File: src/sv/scld_pkg.sv
`timescale 1ns / 1ps
// ----------------------------------------------------------------------------
// scld_pkg
// Shared types, constants and helpers for the serial command line decoder.
// ----------------------------------------------------------------------------
package scld_pkg;

  // Longest line kept in the count; extra characters are dropped.
  localparam int LINE_MAX   = 31;
  localparam int LEN_W      = $clog2(LINE_MAX + 1);
  // Only positions 0..15 affect any result.
  localparam int KEPT_CHARS = 16;
  localparam int KEPT_W     = $clog2(KEPT_CHARS);

  localparam logic [7:0] CHAR_CR    = 8'h0D;
  localparam logic [7:0] CHAR_LF    = 8'h0A;
  localparam logic [7:0] CHAR_R     = 8'h52;
  localparam logic [7:0] CHAR_S     = 8'h53;
  localparam logic [7:0] CHAR_COLON = 8'h3A;
  localparam logic [7:0] CHAR_NUL   = 8'h00;
  localparam logic [7:0] CHAR_ZERO  = 8'h30;

  typedef enum logic [1:0] {
    KIND_NONE     = 2'd0,
    KIND_REBOOT   = 2'd1,
    KIND_SET_TIME = 2'd2
  } cmd_kind_t;

  typedef logic [KEPT_CHARS-1:0][7:0] line_chars_t;

  // Line store control for one accepted byte.
  typedef struct packed {
    logic       push;   // append byte to line
    logic       flush;  // end of line: clear store
    logic [7:0] data;
  } line_cmd_t;

  typedef struct packed {
    cmd_kind_t   kind;
    logic [15:0] year;
    logic [7:0]  month;
    logic [7:0]  day;
    logic [7:0]  hour;
    logic [7:0]  minute;
    logic [7:0]  second;
  } result_t;

  function automatic logic [3:0] digit_nibble(input logic [7:0] c);
    logic [7:0] d;
    d = c - CHAR_ZERO;
    return d[3:0];
  endfunction

  function automatic logic [7:0] bcd_pair(input logic [7:0] hi, input logic [7:0] lo);
    return {digit_nibble(hi), digit_nibble(lo)};
  endfunction

endpackage

File: src/sv/scld_line_store.sv
`timescale 1ns / 1ps
// ----------------------------------------------------------------------------
// scld_line_store
// Holds the first characters of the current line and the line length.
// ----------------------------------------------------------------------------
module scld_line_store (
  input  logic                   clk,
  input  logic                   rst_n,
  input  scld_pkg::line_cmd_t    cmd,
  output scld_pkg::line_chars_t  chars
);
  import scld_pkg::*;

  line_chars_t      chars_r;
  line_chars_t      chars_nxt;
  logic [LEN_W-1:0] len_r;
  logic [LEN_W-1:0] len_nxt;

  always_comb begin
    chars_nxt = chars_r;
    len_nxt   = len_r;
    if (cmd.flush) begin
      chars_nxt = '0;
      len_nxt   = '0;
    end else if (cmd.push && (len_r < LEN_W'(LINE_MAX))) begin
      if (len_r < LEN_W'(KEPT_CHARS)) begin
        chars_nxt[len_r[KEPT_W-1:0]] = cmd.data;
      end
      len_nxt = len_r + LEN_W'(1);
    end
  end

  always_ff @(posedge clk) begin
    if (!rst_n) begin
      chars_r <= '0;
      len_r   <= '0;
    end else begin
      chars_r <= chars_nxt;
      len_r   <= len_nxt;
    end
  end

  assign chars = chars_r;

  a_len_bound: assert property (@(posedge clk) disable iff (!rst_n)
    len_r <= LEN_W'(LINE_MAX))
    else $error("line length past LINE_MAX");

  a_flush_clears: assert property (@(posedge clk) disable iff (!rst_n)
    cmd.flush |=> (len_r == '0) && (chars_r == '0))
    else $error("line store not cleared at end of line");

  a_push_counts: assert property (@(posedge clk) disable iff (!rst_n)
    (cmd.push && !cmd.flush && (len_r < LEN_W'(LINE_MAX)))
      |=> (len_r == $past(len_r) + LEN_W'(1)))
    else $error("push did not advance line length");

endmodule

File: src/sv/scld_decode.sv
`timescale 1ns / 1ps
// ----------------------------------------------------------------------------
// scld_decode
// Classifies the stored line and extracts the set-time BCD fields.
// ----------------------------------------------------------------------------
module scld_decode (
  input  scld_pkg::line_chars_t chars,
  output scld_pkg::result_t     result
);
  import scld_pkg::*;

  logic is_reboot;
  logic is_set;

  // A zero byte ends the text for the reboot test.
  assign is_reboot = (chars[0] == CHAR_R) && (chars[1] == CHAR_NUL);
  assign is_set    = (chars[0] == CHAR_S) && (chars[1] == CHAR_COLON);

  always_comb begin
    result = '0;
    if (is_reboot) begin
      result.kind = KIND_REBOOT;
    end else if (is_set) begin
      result.kind   = KIND_SET_TIME;
      result.year   = {bcd_pair(chars[2], chars[3]), bcd_pair(chars[4], chars[5])};
      result.month  = bcd_pair(chars[6], chars[7]);
      result.day    = bcd_pair(chars[8], chars[9]);
      result.hour   = bcd_pair(chars[10], chars[11]);
      result.minute = bcd_pair(chars[12], chars[13]);
      result.second = bcd_pair(chars[14], chars[15]);
    end
  end

endmodule

File: src/sv/serial_command_line_decoder.sv
`timescale 1ns / 1ps
// ----------------------------------------------------------------------------
// serial_command_line_decoder
// Collects received characters into a line and decodes it at CR or LF into
// a reboot request, a set-time command with BCD date/time, or none.
// ----------------------------------------------------------------------------
//  channel | ports                              | transaction
//  --------+------------------------------------+-------------------------------
//  in      | in_valid, in_ready, in_rx_byte     | one received character
//  out     | out_valid, out_ready, out_bcd_*,   | one decoded line, per CR or LF
//          | out_command_kind                   |
//
//  One byte per cycle sustained while no line terminator waits on a stalled
//  out. A byte is registered in the input register, then it updates the line
//  store or, if it is CR/LF, the stored line is decoded into the result register.
//  Synchronous active-low reset empties the line and both pipeline registers.
//  A stall on out holds only a line terminator in the input register;
//  ordinary characters keep flowing into the line store.
// ----------------------------------------------------------------------------
module serial_command_line_decoder (
  input  logic        clk,
  input  logic        rst_n,
  input  logic        in_valid,
  output logic        in_ready,
  input  logic [7:0]  in_rx_byte,
  output logic        out_valid,
  input  logic        out_ready,
  output logic [1:0]  out_command_kind,
  output logic [15:0] out_bcd_year,
  output logic [7:0]  out_bcd_month,
  output logic [7:0]  out_bcd_day,
  output logic [7:0]  out_bcd_hour,
  output logic [7:0]  out_bcd_minute,
  output logic [7:0]  out_bcd_second
);
  import scld_pkg::*;

  // Input register
  logic        s1_valid_r;
  logic        s1_valid_nxt;
  logic [7:0]  s1_byte_r;
  logic        s1_term;
  logic        s1_fire;

  // Result register
  logic        out_valid_r;
  logic        out_valid_nxt;
  result_t     res_r;

  line_chars_t chars;
  line_cmd_t   cmd;
  result_t     decoded;

  assign s1_term = (s1_byte_r == CHAR_CR) || (s1_byte_r == CHAR_LF);

  // A terminator needs room in the result register; other bytes never wait.
  assign s1_fire  = s1_valid_r && (!s1_term || !out_valid_r || out_ready);
  assign in_ready = !s1_valid_r || s1_fire;

  assign cmd.push  = s1_fire && !s1_term;
  assign cmd.flush = s1_fire && s1_term;
  assign cmd.data  = s1_byte_r;

  scld_line_store u_store (
    .clk   (clk),
    .rst_n (rst_n),
    .cmd   (cmd),
    .chars (chars)
  );

  // Decode sees the line as it stands before the terminator clears it.
  scld_decode u_decode (
    .chars  (chars),
    .result (decoded)
  );

  always_comb begin
    s1_valid_nxt = s1_valid_r;
    if (in_valid && in_ready) begin
      s1_valid_nxt = 1'b1;
    end else if (s1_fire) begin
      s1_valid_nxt = 1'b0;
    end
  end

  always_comb begin
    out_valid_nxt = out_valid_r;
    if (cmd.flush) begin
      out_valid_nxt = 1'b1;
    end else if (out_ready) begin
      out_valid_nxt = 1'b0;
    end
  end

  always_ff @(posedge clk) begin
    if (!rst_n) begin
      s1_valid_r  <= 1'b0;
      out_valid_r <= 1'b0;
    end else begin
      s1_valid_r  <= s1_valid_nxt;
      out_valid_r <= out_valid_nxt;
    end
  end

  // Payload registers, no reset
  always_ff @(posedge clk) begin
    if (in_valid && in_ready) begin
      s1_byte_r <= in_rx_byte;
    end
    if (cmd.flush) begin
      res_r <= decoded;
    end
  end

  assign out_valid        = out_valid_r;
  assign out_command_kind = res_r.kind;
  assign out_bcd_year     = res_r.year;
  assign out_bcd_month    = res_r.month;
  assign out_bcd_day      = res_r.day;
  assign out_bcd_hour     = res_r.hour;
  assign out_bcd_minute   = res_r.minute;
  assign out_bcd_second   = res_r.second;

  a_no_overwrite: assert property (@(posedge clk) disable iff (!rst_n)
    (out_valid_r && !out_ready) |-> !cmd.flush)
    else $error("result overwritten while stalled");

  a_plain_fields_zero: assert property (@(posedge clk) disable iff (!rst_n)
    (out_valid_r && (res_r.kind != KIND_SET_TIME))
      |-> (res_r.year == '0) && (res_r.month == '0) && (res_r.day == '0)
          && (res_r.hour == '0) && (res_r.minute == '0) && (res_r.second == '0))
    else $error("time fields set on a non set-time result");

  a_char_no_stall: assert property (@(posedge clk) disable iff (!rst_n)
    (s1_valid_r && !s1_term) |-> in_ready)
    else $error("ordinary character stalled the input");

endmodule

File: config.mk
export PLATFORM = sky130hd
export DESIGN_NAME = serial_command_line_decoder
export DESIGN_NICKNAME = d
export VERILOG_FILES = /design/src/sv/scld_pkg.sv /design/src/sv/scld_line_store.sv /design/src/sv/scld_decode.sv /design/src/sv/serial_command_line_decoder.sv
export SDC_FILE = /design/constraint.sdc
export NUM_CORES = 1
export LEC_CHECK = 0
export BUFFER_PORTS_ARGS = -buffer_cell sky130_fd_sc_hd__buf_4
export CORE_MARGIN = 3
export CORE_UTILIZATION = 58
export DETAILED_ROUTE_END_ITERATION = 10
export PLACE_DENSITY_LB_ADDON = 0.05
export SLEW_MARGIN = 10
export SYNTH_ARGS = -nofsm -noshare
export SYNTH_HDL_FRONTEND = slang
export SYNTH_SLANG_ARGS = --single-unit
File: constraint.sdc
create_clock -name clk -period 4.8 [get_ports clk]
set_input_delay 0.24 -clock clk [delete_from_list [all_inputs] [get_ports clk]]
set_output_delay 0.24 -clock clk [all_outputs]
set_load 0.02 [all_outputs]
==> results.txt <==
outcome: complete, no violations
post-route antenna net violation count: 0
sequential area share after synthesis: 0.5881
Final min period: 3.101 ns
post-CTS setup buffers: 0
Total Neg Setup Slack: 0 ns
endpoints failing setup: 0
Clock Tree Buf Depth: 2
total clock buffers created by CTS: 17
CP Depth: 4
slew margin rel.: 0.2722
share of cells above drive strength 1: 0.2407
Total Nets Final: 543
gr usage total: 0.2157
CP top delay family: simple AND/OR/NAND/NOR gates
num ports: 72
PD cells: 359.8 nW/um2
Synth Register Bits: 145
wirelength, routed: 11.55 mm
via count: 3,876
Max Cap Viol: 0
clock network fraction of total power: 0.468
post-CTS resize count: 0
Final Cycle Share: 0.6460
final antenna diode count: 0
Rows: 36
Crit-path slowest cell: nor2_4
DRT iter0 DRCs: 238
Die X-Extent: 108.2 um
Switch Pwr: 552.4 uW
Async SR Flop Fraction: 0
actual transition at the worst max-transition pin: 1.091 ns
Final Util: 0.7260
CORE AREA: 9955 um2
CP max stage delay: 0.79 ns
Final Wtd Congestion: 0.7876
max-slew violation count: 0
WL per Instance: 17.16 um
post-synthesis cell count: 465
top cell type's share of synthesized area: 0.3271
vias in the first global route: 3,840
WP buf/inv: 1
CTS H-tree depth: 4
hold path depth: 3
Area contributors post-synth: edfxtp_1 33%, dfxtp_1 26%, mux2i_1 12%, o211ai_1 8.9%, and2_1 5.9%
# fillers: 688
R2R cell count: 4
Max VDD drop: 0.2293 mV
top_reg_cell synth: dfxtp_1
post-synthesis instance area: 6060 um2
Syn Nets: 481
Setup crit end kind: flip-flop
synth unique cells: 41
Logic pwr share: 0.030
initial antenna violation count: 0
Final Hold Fails: 0
largest net degree at the start of global routing: 84
Die Area: 11,710 um2
clock slew seen by the registers of the worst setup and hold paths: 0.06 ns
achievable frequency: 0.3225 GHz
# clock sinks: 145
HP Class: input pin to flip-flop
YS warnings: 0
CP Launch Type: flip-flop
CTS Root Buffer Type: clkbuf_8
Die Height: 108.2 um
DR pass1 iterations: 4
static leakage: 2.999 nW
average vias per placed instance: 5.759
first-pass GRT wire length: 19.51 mm
Arr. time, crit path: 3.27 ns
critical path class: flip-flop to flip-flop
Seq pwr share: 0.503
CTS tree: built
Post-DP HPWL: 6.865 mm
Buffers on Ports: 71
Post-synth EDFFs: 66
Post-synth top cells: 79 x dfxtp_1, 72 x mux2i_1, 72 x o211ai_1
RSZ-0062 raised after global routing: no
Crit Path Max Fanout: 36
sw frac: 0.2124
clk_lat worst skew: 0.53 ns
worst path cell trace: nor4_4 > o2111ai_4 > nor2_4 > buf_4
most frequent cell after synthesis: dfxtp_1
internal power: 2.048 mW
number of remaining DRC errors: 0
Area Overhead vs Synth: 19.26%
Worst Clk Skew: 0.02031 ns
post-synth top area cell: edfxtp_1
Initial Utilization: 0.6087
mean post-synth cell area: 13.03 um2
critical path required time: 4.97 ns
GRT overflow: 0
[layout by cell type (no fill, tap or decap), types with 2 or more instances in the layout]
cell and count:
inv_1 3, ha_1 4, and3b_1 2, mux2i_1 72, and2_1 57, nor2_1 2
nor3_1 2, nor4b_1 2, clkinv_4 2, nor3b_2 2, clkinv_2 4, clkbuf_16 18
dlygate4sd3_1 9, o211ai_2 5, clkinvlp_4 4, nand3_1 5, o211ai_1 72, a21oi_1 3
edfxtp_1 66, and2b_1 2, clkbuf_8 3, dfxtp_1 79, buf_4 76, nand4_2 3
and4_1 3, a31oi_1 2, nand2_1 6, nand3_2 4, and3_1 4, nand4_1 7
[area by class of cell]
type | instances | area [um2] | area share
multi-input cells | 275 | 2257 | 0.3123
clock inverters | 11 | 76.32 | 0.01056
clock buffers | 21 | 491.7 | 0.06804
repair buffers | 85 | 660.6 | 0.09141
well taps | 133 | 166.4 | 0.02303
inverters | 3 | 11.26 | 0.001558
flip-flops and latches | 145 | 3563 | 0.4931
[power groups by stage]
| stage | Clock [mW] | Sequential, mW | Combinational, mW |
|---|---|---|---|
| 2_1_floorplan | 0 | 1.33 | 0.0520 |
| 3_3_place_gp | 0 | 1.33 | 0.0706 |
| 3_5_place_dp | 0 | 1.33 | 0.0711 |
| 4_1_cts | 1.23 | 1.31 | 0.0770 |
| 5_1_grt | 1.29 | 1.31 | 0.0835 |
| 6_report | 1.22 | 1.31 | 0.0770 |
[metal layers]
layer	share of wire	track usage	vias to the layer above	routed length (um)
met5	0	0	-	0
met4	0.011	0.07665	0	127
met3	0.037	0.04418	10	425
met2	0.50	0.3566	88	5803
met1	0.45	0.2834	1894	5193
li1	-	-	1884	-
[path summary, 6_finish.rpt]
check | from | to | slack, ns
max | s1_byte_r[7] | out_bcd_minute[0] | 1.70
min | out_ready | out_valid | 0.04
max reg2reg | s1_byte_r[7] | out_bcd_minute[0] | 1.70
min reg2reg | u_store.chars[114] | u_store.chars[114] | 0.50
[state kept, by name (all words and copies together) (netlist names)]
signal            cells
out_bcd_hour          8
out_bcd_second        8
out_bcd_day           8
out_valid             1
s1_byte_r             8
out_command_kind      2
out_bcd_minute        8
out_bcd_month         8
s1_valid_r            1
out_bcd_year         16
u_store.chars        72
u_store.len_r         5
[through the flow]
step | worst slack, ns | std cells | hold WS [ns] | power [mW] | area, um2
finish | 1.699 | 673 | 0.03991 | 2.600 | 7227
global route | 1.466 | 673 | 0.04090 | 2.685 | 7227
CTS | 1.681 | 673 | 0.02952 | 2.619 | 7227
detailed placement | 1.685 | 632 | 0.4193 | 1.405 | 6569
global placement | 1.849 | 632 | 0.4181 | 1.404 | 6569
floorplan | 0.5394 | 465 | 0.3389 | 1.383 | 6060
[worst reg2reg max path: cells and delay by family (launching register included)]
family | cells | cell delay, ns
and+or+nand+nor | 2 | 1.18
AOI/OAI and AO/OA | 1 | 0.59
buffers and inverters | 1 | 0.53
DFF | 1 | 0.43
[kinds of logic after synthesis]
| kind of cell | synth area share |
|---|---|
| and+or+nand+nor | 0.1235 |
| muxes | 0.1189 |
| AOI/OAI and AO/OA | 0.1183 |
| adders and majority gates | 0.008260 |
| DFF | 0.5881 |
| buffers and inverters | 0.04295 |
[what timing repair did]
action	CTS	global route
setup endpoints to repair	0	0
endpoints found under the hold margin	9	0
hold buffers	9	0
(Power assumes the default switching activity.)
